==> src/hdl/sgig_pkg.sv <==
// ----------------------------------------------------------------------------
// sgig_pkg
// shared constants and types for the strip grid index generator
// ----------------------------------------------------------------------------
package sgig_pkg;

    // default geometry limits
    localparam int DEF_MAX_COLUMNS = 255;
    localparam int DEF_MAX_ROWS    = 255;

    // fixed field widths
    localparam int IDX_W       = 19;
    localparam int CFG_W       = 8;
    localparam int PATCH_W     = 3;
    localparam int PATCH_COUNT = 8;

    // apb port
    localparam int APB_ADDR_W = 3;
    localparam int APB_DATA_W = 32;

    // register select (paddr bit 2)
    localparam logic REG_COLUMNS = 1'b0;
    localparam logic REG_ROWS    = 1'b1;

    localparam logic [CFG_W-1:0] CFG_RESET = 8'd1;

    // one result beat
    typedef struct packed {
        logic [IDX_W-1:0] vertex_index;
        logic             last_of_mesh;
    } sgig_result_t;

endpackage

==> src/hdl/sgig_apb_regs.sv <==
// ----------------------------------------------------------------------------
// sgig_apb_regs
// apb register file for grid columns and rows, with clamped geometry outputs
// ----------------------------------------------------------------------------
module sgig_apb_regs #(
    parameter int MAX_COLUMNS = sgig_pkg::DEF_MAX_COLUMNS,
    parameter int MAX_ROWS    = sgig_pkg::DEF_MAX_ROWS,
    localparam int COL_W = $clog2(MAX_COLUMNS + 1),
    localparam int W_W   = $clog2(MAX_COLUMNS + 2),
    localparam int ROW_W = $clog2(MAX_ROWS + 1)
) (
    input  logic                            aclk,
    input  logic                            aresetn,
    input  logic                            psel,
    input  logic                            penable,
    input  logic                            pwrite,
    input  logic [sgig_pkg::APB_ADDR_W-1:0] paddr,
    input  logic [sgig_pkg::APB_DATA_W-1:0] pwdata,
    output logic [sgig_pkg::APB_DATA_W-1:0] prdata,
    output logic                            pready,
    output logic [W_W-1:0]                  row_width,
    output logic [ROW_W-1:0]                strip_count,
    output logic                            cfg_write
);

    logic [sgig_pkg::CFG_W-1:0] columns_reg;
    logic [sgig_pkg::CFG_W-1:0] rows_reg;
    logic [COL_W-1:0]           col_eff;
    logic [ROW_W-1:0]           row_eff;
    logic                       reg_sel;

    assign pready    = 1'b1;
    assign reg_sel   = paddr[2];
    assign cfg_write = psel && penable && pwrite && pready;

    always_ff @(posedge aclk) begin
        if (!aresetn) begin
            columns_reg <= sgig_pkg::CFG_RESET;
            rows_reg    <= sgig_pkg::CFG_RESET;
        end else if (cfg_write) begin
            unique case (reg_sel)
                sgig_pkg::REG_COLUMNS: columns_reg <= pwdata[sgig_pkg::CFG_W-1:0];
                sgig_pkg::REG_ROWS:    rows_reg    <= pwdata[sgig_pkg::CFG_W-1:0];
                default: ;
            endcase
        end
    end

    always_comb begin
        prdata = '0;
        unique case (reg_sel)
            sgig_pkg::REG_COLUMNS: prdata[sgig_pkg::CFG_W-1:0] = columns_reg;
            sgig_pkg::REG_ROWS:    prdata[sgig_pkg::CFG_W-1:0] = rows_reg;
            default:               prdata = '0;
        endcase
    end

    // zero acts as one, values above the limit saturate
    always_comb begin
        if (columns_reg == '0) begin
            col_eff = COL_W'(1);
        end else if (32'(columns_reg) > 32'(MAX_COLUMNS)) begin
            col_eff = COL_W'(MAX_COLUMNS);
        end else begin
            col_eff = COL_W'(columns_reg);
        end
    end

    always_comb begin
        if (rows_reg == '0) begin
            row_eff = ROW_W'(1);
        end else if (32'(rows_reg) > 32'(MAX_ROWS)) begin
            row_eff = ROW_W'(MAX_ROWS);
        end else begin
            row_eff = ROW_W'(rows_reg);
        end
    end

    assign row_width   = W_W'(col_eff) + W_W'(1);
    assign strip_count = row_eff;

endmodule

==> src/hdl/sgig_walker.sv <==
// ----------------------------------------------------------------------------
// sgig_walker
// strip walk state and next index, one step per advance
// ----------------------------------------------------------------------------
module sgig_walker #(
    parameter int MAX_COLUMNS = sgig_pkg::DEF_MAX_COLUMNS,
    parameter int MAX_ROWS    = sgig_pkg::DEF_MAX_ROWS,
    localparam int COL_W = $clog2(MAX_COLUMNS + 1),
    localparam int W_W   = $clog2(MAX_COLUMNS + 2),
    localparam int ROW_W = $clog2(MAX_ROWS + 1)
) (
    input  logic                  aclk,
    input  logic                  aresetn,
    input  logic                  clear_seq,
    input  logic                  advance,
    input  logic                  restart,
    input  logic [W_W-1:0]        row_width,
    input  logic [ROW_W-1:0]      strip_count,
    output sgig_pkg::sgig_result_t result
);

    localparam int IW = sgig_pkg::IDX_W;
    localparam int PW = sgig_pkg::PATCH_W;

    localparam logic [2:0] PH_TOP          = 3'd0;
    localparam logic [2:0] PH_BOTTOM       = 3'd1;
    localparam logic [2:0] PH_ROW_REPEAT   = 3'd2;
    localparam logic [2:0] PH_ROW_STITCH   = 3'd3;
    localparam logic [2:0] PH_PATCH_REPEAT = 3'd4;
    localparam logic [2:0] PH_PATCH_STITCH = 3'd5;

    logic [2:0]       phase_reg, phase_next, cur_phase;
    logic [PW-1:0]    patch_reg, patch_next, cur_patch;
    logic [ROW_W-1:0] row_reg, row_next, cur_row;
    logic [COL_W-1:0] col_reg, col_next, cur_col;
    logic [IW-1:0]    rbase_reg, rbase_next, cur_rbase;   // first vertex of current row
    logic [IW-1:0]    prev_reg, prev_next, cur_prev;
    logic             clr;
    logic             last;
    logic [IW-1:0]    idx;
    logic [IW-1:0]    w_ext;
    logic [IW-1:0]    col_ext;
    logic [W_W:0]     col_inc;
    logic [ROW_W:0]   row_inc;

    assign clr       = restart || (phase_reg > PH_PATCH_STITCH);
    assign cur_phase = clr ? PH_TOP : phase_reg;
    assign cur_patch = clr ? '0 : patch_reg;
    assign cur_row   = clr ? '0 : row_reg;
    assign cur_col   = clr ? '0 : col_reg;
    assign cur_rbase = clr ? '0 : rbase_reg;
    assign cur_prev  = clr ? '0 : prev_reg;

    assign w_ext   = IW'(row_width);
    assign col_ext = IW'(cur_col);
    assign col_inc = (W_W+1)'(cur_col) + (W_W+1)'(1);
    assign row_inc = (ROW_W+1)'(cur_row) + (ROW_W+1)'(1);

    always_comb begin
        phase_next = cur_phase;
        patch_next = cur_patch;
        row_next   = cur_row;
        col_next   = cur_col;
        rbase_next = cur_rbase;
        idx        = '0;
        last       = 1'b0;
        unique case (cur_phase)
            PH_TOP: begin
                idx        = cur_rbase + col_ext;
                phase_next = PH_BOTTOM;
            end
            PH_BOTTOM: begin
                idx = cur_rbase + w_ext + col_ext;
                if (col_inc < (W_W+1)'(row_width)) begin
                    col_next   = COL_W'(col_inc);
                    phase_next = PH_TOP;
                end else if (row_inc < (ROW_W+1)'(strip_count)) begin
                    phase_next = PH_ROW_REPEAT;
                end else if (cur_patch != PW'(sgig_pkg::PATCH_COUNT - 1)) begin
                    phase_next = PH_PATCH_REPEAT;
                end else begin
                    last = 1'b1;
                end
            end
            PH_ROW_REPEAT: begin
                idx        = cur_prev;
                phase_next = PH_ROW_STITCH;
            end
            PH_ROW_STITCH: begin
                idx        = cur_rbase + w_ext;
                rbase_next = idx;
                row_next   = ROW_W'(row_inc);
                col_next   = '0;
                phase_next = PH_TOP;
            end
            PH_PATCH_REPEAT: begin
                idx        = cur_prev;
                phase_next = PH_PATCH_STITCH;
            end
            PH_PATCH_STITCH: begin
                // last strip row plus two rows is the next patch base
                idx        = cur_rbase + w_ext + w_ext;
                rbase_next = idx;
                patch_next = cur_patch + PW'(1);
                row_next   = '0;
                col_next   = '0;
                phase_next = PH_TOP;
            end
            default: begin
                idx        = '0;
                phase_next = PH_TOP;
            end
        endcase
        prev_next = idx;
        if (last) begin
            phase_next = PH_TOP;
            patch_next = '0;
            row_next   = '0;
            col_next   = '0;
            rbase_next = '0;
            prev_next  = '0;
        end
    end

    always_ff @(posedge aclk) begin
        if (!aresetn || clear_seq) begin
            phase_reg <= PH_TOP;
            patch_reg <= '0;
            row_reg   <= '0;
            col_reg   <= '0;
            rbase_reg <= '0;
            prev_reg  <= '0;
        end else if (advance) begin
            phase_reg <= phase_next;
            patch_reg <= patch_next;
            row_reg   <= row_next;
            col_reg   <= col_next;
            rbase_reg <= rbase_next;
            prev_reg  <= prev_next;
        end
    end

    assign result.vertex_index = idx;
    assign result.last_of_mesh = last;

    // end of mesh returns the walk to its start
    a_last_wraps: assert property (@(posedge aclk) disable iff (!aresetn)
        (advance && last && !clear_seq) |=>
            (phase_reg == PH_TOP && row_reg == '0 && col_reg == '0 && rbase_reg == '0))
        else $error("walk not back at start after last index");

    // column never runs past the row width
    a_col_range: assert property (@(posedge aclk) disable iff (!aresetn)
        (W_W+1)'(col_reg) < (W_W+1)'(row_width))
        else $error("column position beyond row width");

    // a register write restarts the walk
    a_cfg_clears: assert property (@(posedge aclk) disable iff (!aresetn)
        clear_seq |=> (phase_reg == PH_TOP && patch_reg == '0 && prev_reg == '0))
        else $error("walk state not cleared by register write");

endmodule

==> src/hdl/strip_grid_index_generator.sv <==
// ----------------------------------------------------------------------------
// strip_grid_index_generator
// triangle strip index stream over eight grid patches with degenerate
// stitching between rows and between patches
// ----------------------------------------------------------------------------
//
//  port group | dir    | beat contents
//  -----------+--------+------------------------------------------------
//  s_*        | in     | restart (1 = start the sequence anew)
//  m_*        | out    | vertex_index (19 bit), last_of_mesh
//  apb        | in/out | grid_columns at 0x0, grid_rows at 0x4
//
//  one index per clock sustained while m_ready stays high; a taken beat
//  passes the input register, then the result register that drives m_valid
//  the walk itself is a single step of short logic on the walk state
//  while a result waits on m_ready one more beat fits in the input
//  register, after that s_ready stays low until m_ready returns
//  aresetn (synchronous) clears the walk and sets both registers to one
//  any register write also clears the walk
//
module strip_grid_index_generator #(
    parameter int MAX_COLUMNS = sgig_pkg::DEF_MAX_COLUMNS,
    parameter int MAX_ROWS    = sgig_pkg::DEF_MAX_ROWS
) (
    input  logic                            aclk,
    input  logic                            aresetn,
    // input beats
    input  logic                            s_valid,
    output logic                            s_ready,
    input  logic                            s_restart,
    // result beats
    output logic                            m_valid,
    input  logic                            m_ready,
    output logic [sgig_pkg::IDX_W-1:0]      m_vertex_index,
    output logic                            m_last_of_mesh,
    // configuration
    input  logic                            psel,
    input  logic                            penable,
    input  logic                            pwrite,
    input  logic [sgig_pkg::APB_ADDR_W-1:0] paddr,
    input  logic [sgig_pkg::APB_DATA_W-1:0] pwdata,
    output logic [sgig_pkg::APB_DATA_W-1:0] prdata,
    output logic                            pready
);

    localparam int W_W   = $clog2(MAX_COLUMNS + 2);
    localparam int ROW_W = $clog2(MAX_ROWS + 1);

    logic                  in_valid_reg;
    logic                  in_restart_reg;
    logic                  out_valid_reg;
    sgig_pkg::sgig_result_t out_result_reg;
    sgig_pkg::sgig_result_t step_result;
    logic                  advance;
    logic                  cfg_write;
    logic [W_W-1:0]        row_width;
    logic [ROW_W-1:0]      strip_count;

    // input stage moves on when the result register is free or draining
    assign advance = in_valid_reg && (!out_valid_reg || m_ready);
    assign s_ready = !in_valid_reg || advance;

    sgig_apb_regs #(
        .MAX_COLUMNS (MAX_COLUMNS),
        .MAX_ROWS    (MAX_ROWS)
    ) u_regs (
        .aclk        (aclk),
        .aresetn     (aresetn),
        .psel        (psel),
        .penable     (penable),
        .pwrite      (pwrite),
        .paddr       (paddr),
        .pwdata      (pwdata),
        .prdata      (prdata),
        .pready      (pready),
        .row_width   (row_width),
        .strip_count (strip_count),
        .cfg_write   (cfg_write)
    );

    sgig_walker #(
        .MAX_COLUMNS (MAX_COLUMNS),
        .MAX_ROWS    (MAX_ROWS)
    ) u_walker (
        .aclk        (aclk),
        .aresetn     (aresetn),
        .clear_seq   (cfg_write),
        .advance     (advance),
        .restart     (in_restart_reg),
        .row_width   (row_width),
        .strip_count (strip_count),
        .result      (step_result)
    );

    // input register
    always_ff @(posedge aclk) begin
        if (!aresetn) begin
            in_valid_reg <= 1'b0;
        end else if (s_ready) begin
            in_valid_reg <= s_valid;
        end
    end

    always_ff @(posedge aclk) begin
        if (s_valid && s_ready) begin
            in_restart_reg <= s_restart;
        end
    end

    // result register
    always_ff @(posedge aclk) begin
        if (!aresetn) begin
            out_valid_reg <= 1'b0;
        end else if (advance) begin
            out_valid_reg <= 1'b1;
        end else if (m_ready) begin
            out_valid_reg <= 1'b0;
        end
    end

    always_ff @(posedge aclk) begin
        if (advance) begin
            out_result_reg <= step_result;
        end
    end

    assign m_valid        = out_valid_reg;
    assign m_vertex_index = out_result_reg.vertex_index;
    assign m_last_of_mesh = out_result_reg.last_of_mesh;

    // a step always lands in the result register
    a_step_lands: assert property (@(posedge aclk) disable iff (!aresetn)
        advance |=> out_valid_reg)
        else $error("stepped beat lost before result register");

    // a waiting result is never overwritten
    a_no_overwrite: assert property (@(posedge aclk) disable iff (!aresetn)
        (out_valid_reg && !m_ready) |-> !advance)
        else $error("result register overwritten while stalled");

endmodule
==> config.mk <==
export PLATFORM = sky130hd
export DESIGN_NAME = strip_grid_index_generator
export DESIGN_NICKNAME = d
export VERILOG_FILES = /design/src/hdl/sgig_pkg.sv /design/src/hdl/sgig_apb_regs.sv /design/src/hdl/sgig_walker.sv /design/src/hdl/strip_grid_index_generator.sv
export SDC_FILE = /design/constraint.sdc
export NUM_CORES = 1
export LEC_CHECK = 0
export BUFFER_PORTS_ARGS = -buffer_cell sky130_fd_sc_hd__buf_2
export CORE_MARGIN = 2
export CORE_UTILIZATION = 55
export CTS_BUF_LIST = sky130_fd_sc_hd__clkbuf_2 sky130_fd_sc_hd__clkbuf_4 sky130_fd_sc_hd__clkbuf_8
export CTS_CLUSTER_DIAMETER = 80
export DETAILED_ROUTE_END_ITERATION = 10
export GPL_ROUTABILITY_DRIVEN = 0
export GPL_TIMING_DRIVEN = 0
export PLACE_DENSITY = 0.88
export SYNTH_ARGS = -nofsm -noshare
export SYNTH_HDL_FRONTEND = slang
export SYNTH_SLANG_ARGS = --single-unit
==> constraint.sdc <==
create_clock -name aclk -period 7.44 [get_ports aclk]
set_clock_uncertainty 0.05 [all_clocks]
set_input_delay 0.744 -clock aclk [delete_from_list [all_inputs] [get_ports aclk]]
set_output_delay 0.744 -clock aclk [all_outputs]
set_load 0.02 [all_outputs]
## Yosys cells after proc, flatten, opt, wreduce, memory -nomap -nowiden

Cells that the tools add are included.
Widths: inputs -> output; s select.

- Input bits: 43
- Word-level logic and storage cells: 81
- Register bits after elaboration: 99

- $lt $le $gt $ge: 3
- $add $sub $neg: 8
- Bitwise logic cells: 1
- Mux-type cells: 31
- Equal/unequal tests: 6
- Reduce and logical (&&, ||, !) cells: 19

Operators with widths:

| cell | number |
|---|---|
| $pmux 19 s5 | 1 |
| $mux 19 | 4 |
| $mux 8 | 7 |
| $pmux 8 s2 | 3 |
| $add 19x8->19 | 2 |
| $add 19x9->19 | 2 |
| $pmux 19 s2 | 1 |
| $add 8x1->9 const B | 3 |
| $mux 3 | 8 |
| $logic_not 8->1 | 2 |
| $pmux 3 s4 | 1 |
| $lt 10x9->1 | 1 |
| $lt 9x8->1 | 1 |
| $eq 3x2->1 const B | 2 |
| $eq 3x3->1 const B | 2 |
| $mux 1 | 6 |
| $logic_and 1x1->1 | 4 |
| $logic_or 1x1->1 | 4 |
| $reduce_and 2->1 | 2 |
| $reduce_or 2->1 | 2 |
| $add 3x1->3 const B | 1 |
| $eq 3x1->1 const B | 1 |
| $gt 3x3->1 const B | 1 |
| $logic_not 1->1 | 3 |
| 4 further kinds | 4 |

## Longest topological paths before layout

- Depth after elaboration: 9
- Gate-level depth with buffers: 28
- Gate-level depth less buffers: 23

## Modules after synthesis

From an unflattened synthesis, not the netlist that was laid out.

- Cell total of the unflattened synthesis: 1013
- Area total of the unflattened synthesis: 7965.1 µm²

Modules (own cells, without submodules):

| module | seq. area each (µm²) | instances | cells each | area an instance (µm²) |
|---|---|---|---|---|
| sgig_walker | 1201.2 | 1 | 851 | 6198.4 |
| sgig_apb_regs | 320.3 | 1 | 132 | 1032.2 |
| strip_grid_index_generator | 670.6 | 1 | 30 | 734.5 |

## Worst setup path after synthesis

OpenSTA, ideal clock, no wires.

- Path kind: register -> register
- Start: reg in_restart_reg
- End: reg u_walker.prev_reg[13]
- Stages on the path, launching flop included: 27
- Path slack: 1428 ps
- Setup time: 117 ps
- Path buffers: 6
- Required time: 7273 ps
- Period minus slack after synthesis: 6012 ps
- Data arrival time: 5846 ps
- Path through: edfxtp_1 > clkbuf_1 > a21oi_2 > buf_2 > buf_1 > clkbuf_1 > clkbuf_1 > and2_1 > ha_1 > clkbuf_1 > and2_1 > a31o_2 > nand3_1 > nand2_2 > nor2_1 > xor2_1 > inv_1 > ha_1 > or4_1 > o22ai_1 > a21oi_1 > a211oi_1 > nand2b_1 > xnor2_1 > o22ai_1 > or2_2 > a22o_1

RTL lines:

| element | line | text |
|---|---|---|
| from (decl) | strip_grid_index_generator.sv:50 | `logic in_restart_reg;` |
| from (signal assigned) | strip_grid_index_generator.sv:106 | `in_restart_reg <= s_restart;` |
| to (signal assigned) | sgig_walker.sv:139 | `prev_reg <= prev_next;` |
| to (decl) | sgig_walker.sv:37 | `logic [IW-1:0] prev_reg, prev_next, cur_prev;` |

==> reports/results.tsv <==
stage	metric	value	unit
run_status	status	finished, final reports clean	
synth	top post-synthesis cells by area	dfxtp_1 20%, edfxtp_1 7.9%, ha_1 6.7%	
power	P_leak	3.46	nW
cells_and_area	Synth-to-Final Area Change	10.2	%
power	Gate power share	12.0	%
synth	post-synthesis sequential area ratio	27.4	%
grt	initial antenna violation count	0	
setup_path	critical path arrival	7.34	ns
placement	hpwl dp	18400	µm
clocking	clock sinks	99	
synth	most frequent cell after synthesis	nor2_1	
synth	YS warnings	0	
synth	post-synth top area cell	dfxtp_1	
routing	DRT antenna net count	0	
placement	Port-buffer cells	45	
synth	main flop type after synthesis	dfxtp_1	
grt	busiest grt layer	met2	
routing	DR pass1 iterations	6	
timing	Max Freq	141	MHz
synth	Yosys cell types	82	
power	Switching Share	28.4	%
placement	dpl ws	-0.527	ns
power	sequential cell fraction of total power	51.0	%
power	P_int	0.785	mW
synth	Post-synth EDFFs	21	
setup_path	Reg2Reg Setup Slack	0.35	ns
cells_and_area	Nets	1202	
routing	final WL	24700	µm
floorplan	DIE HEIGHT	125	µm
power	Clk network pwr share	37.0	%
grt	global-route wire length before repair	39500	µm
setup_path	Crit path largest cell delay	0.39	ns
synth	Synth top area share	19.5	%
clocking	number of H-tree levels	3	
clocking	latest clock arrival within the worst-skew pair	0.41	ns
timing	Final Slew Violations	0	
setup_path	CP Launch Type	register	
timing	post-route setup slack	0.348	ns
timing	total negative setup slack	0	ns
grt	met1 GRT Util	39.3	%
routing	initial DRC count	1255	
synth	Mapped Cells	1033	
routing	Routed wire per std cell	18.9	µm
floorplan	Die Area	0.0155	mm²
setup_path	Worst EP required	7.69	ns
grt	largest net degree at the start of global routing	30	
setup_path	Crit Path Max Fanout	10	
timing	Final min period	7.09	ns
synth	Synth top cells by count	114 x nor2_1, 109 x nand2_1, 78 x dfxtp_1	
floorplan	IO Pins	98	
floorplan	Initial Utilization	55.7	%
grt	vias in the first global route	7915	
setup_path	reg2reg start	in_restart_reg	
timing	final worst path period share	95.3	%
cells_and_area	Diodes inserted	0	
grt	grt ovf	0	
floorplan	Die X	125	µm
timing	RSZ-0062 raised after global routing	no	
grt	total global-route track usage	31.4	%
cells_and_area	proportion of layout cells with a drive suffix above 1	11.7	%
clocking	hold_buf cts	0	
setup_path	CP startpoint	in_restart_reg	
grt	met2 Use GR	49.2	%
synth	Syn Std Cell Area	0.00800	mm²
synth	Seq cells post-synth	99	
clocking	clock buffer count from CTS	9	
routing	via/cell ratio	6.42	
timing	Setup violations, final	0	
routing	routed via count	8365	
cells_and_area	filler cell count	1212	
flow_run	max-cap violations	0	
setup_path	CP Capture Type	register	
grt	met3 Use GR	7.26	%
timing	Slew HR	14.8	%
power	Pwr per Cell Area	125	mW/mm²
timing	Final Hold Fails	0	
worst_hold_path	hold_sp	u_walker.prev_reg[4]	
synth	synthesized area per cell	7.74	µm²
setup_path	Worst path slowest cell	edfxtp_1	
power	worst vdd ir	0.116	mV
setup_path	worst setup path endpoint	u_walker.prev_reg[18]	
cells_and_area	Final Util	61.3	%
setup_path	FF-to-FF End	u_walker.prev_reg[18]	
clocking	CTS tree	built	
setup_path	cell count of the worst reg-to-reg path	26	
floorplan	area of the core	0.0144	mm²
clocking	Max Root-Sink Buffers	2	
timing	worst-margin pin slew	1.27	ns
worst_hold_path	min-delay worst type	reg -> reg	
floorplan	row count	44	
synth	FFs w/ async S/R, synth	0	%
setup_path	Setup CP Type	reg -> reg	
clocking	root buf cell	clkbuf_8	
power	sw power	0.312	mW
timing	Fin Hold WS	0.410	ns
clocking	CTS clk-pin slew, worst paths	0.11	ns
setup_path	cell mode on critical path	o21ai_0	
routing	DRC violations left	0	
## timing repair
action                                  4_1_cts  5_1_grt
endpoints found under the setup margin       29       39
cloned                                        0        0
gates resized for setup                       3        7
setup buffers                                 0        2
pin swaps                                     0        1
## area by class of cell
type,instances,area [µm²],area share [%]
Multi-Input combinational cell,828,5320,60.4
Sequential cell,99,2190,24.9
Buffer,86,442,5.01
Timing Repair Buffer,47,240,2.73
Tap cell,184,230,2.61
Inverter,43,164,1.86
Clock buffer,9,124,1.41
Clock inverter,7,100,1.14
## metrics by stage
stage / instances / total power, mW / instance area (µm²)
2_1_floorplan: 1056 / 0.657 / 8090
3_3_place_gp: 1285 / 0.694 / 8540
3_5_place_dp: 1285 / 0.697 / 8540
4_1_cts: 1301 / 1.09 / 8770
5_1_grt: 1303 / 1.13 / 8810
6_report: 1303 / 1.10 / 8810
## critical path, delay by kind of cell (launching register included)
kind            cells  cell delay, ns
buf+inv             6            1.82
mux                 1            0.14
xor+xnor            2            0.41
fa+ha+maj           2            0.62
simple gates        4            1.05
compound gates     11            2.51
flops               1            0.39
## metal layers
metal / part of all wire (%) / vias to the layer above
li1: - / 3845
met1: 38 / 3811
met2: 45 / 569
met3: 11 / 140
met4: 6.3 / 0
met5: 0 / -
## cell usage in the layout (no fill, tap or decap), types with 10 or more instances in the layout
| master | count |
|---|---|
| clkbuf_1 | 43 |
| a21boi_0 | 16 |
| xnor2_1 | 46 |
| o21ai_0 | 55 |
| nand2_1 | 109 |
| nand3_1 | 26 |
| a22oi_1 | 31 |
| nor2_1 | 114 |
| edfxtp_1 | 21 |
| nor3_1 | 27 |
| buf_2 | 55 |
| conb_1 | 25 |
| mux2_2 | 10 |
| buf_4 | 27 |
| dfxtp_1 | 78 |
| ha_1 | 43 |
| a21o_1 | 10 |
| nand2b_1 | 11 |
| a21oi_1 | 67 |
| xor2_1 | 21 |
| inv_1 | 42 |
| o22ai_1 | 12 |
| a22o_1 | 15 |
| and2_1 | 21 |
| nor3b_1 | 10 |
## worst min-delay path by stage
stage,to,cells after the start,slack [ns]
global route,u_walker.prev_reg[4],2,0.43
CTS,u_walker.prev_reg[4],2,0.41
detailed placement,u_walker.prev_reg[4],2,0.40
finish,u_walker.prev_reg[4],2,0.41
global placement,u_walker.prev_reg[6],2,0.39
floorplan,u_walker.prev_reg[0],2,0.38
## power groups by stage
stage | Clock, mW | Sequential, mW | Combinational (mW)
after CTS | 0.405 | 0.560 | 0.125
after global placement | 0 | 0.572 | 0.122
after detailed placement | 0 | 0.572 | 0.124
after floorplan | 0 | 0.578 | 0.0792
after global routing | 0.427 | 0.561 | 0.139
final | 0.406 | 0.560 | 0.131
## kinds of logic (layout without fill, tap and decap cells)
logic type | Yosys count | count (layout) | synth area share, %
other | 2 | 25 | 0.0939
buffers and inverters | 129 | 192 | 7.49
adder cells (fa/ha/maj) | 45 | 45 | 7.23
multiplexers | 17 | 17 | 2.28
AO/OA/AOI/OAI | 295 | 295 | 25.2
AND/OR/NAND/NOR | 379 | 379 | 22.9
flip-flops | 99 | 99 | 27.4
XOR/XNOR | 67 | 67 | 7.34
(Power assumes the default switching activity.)
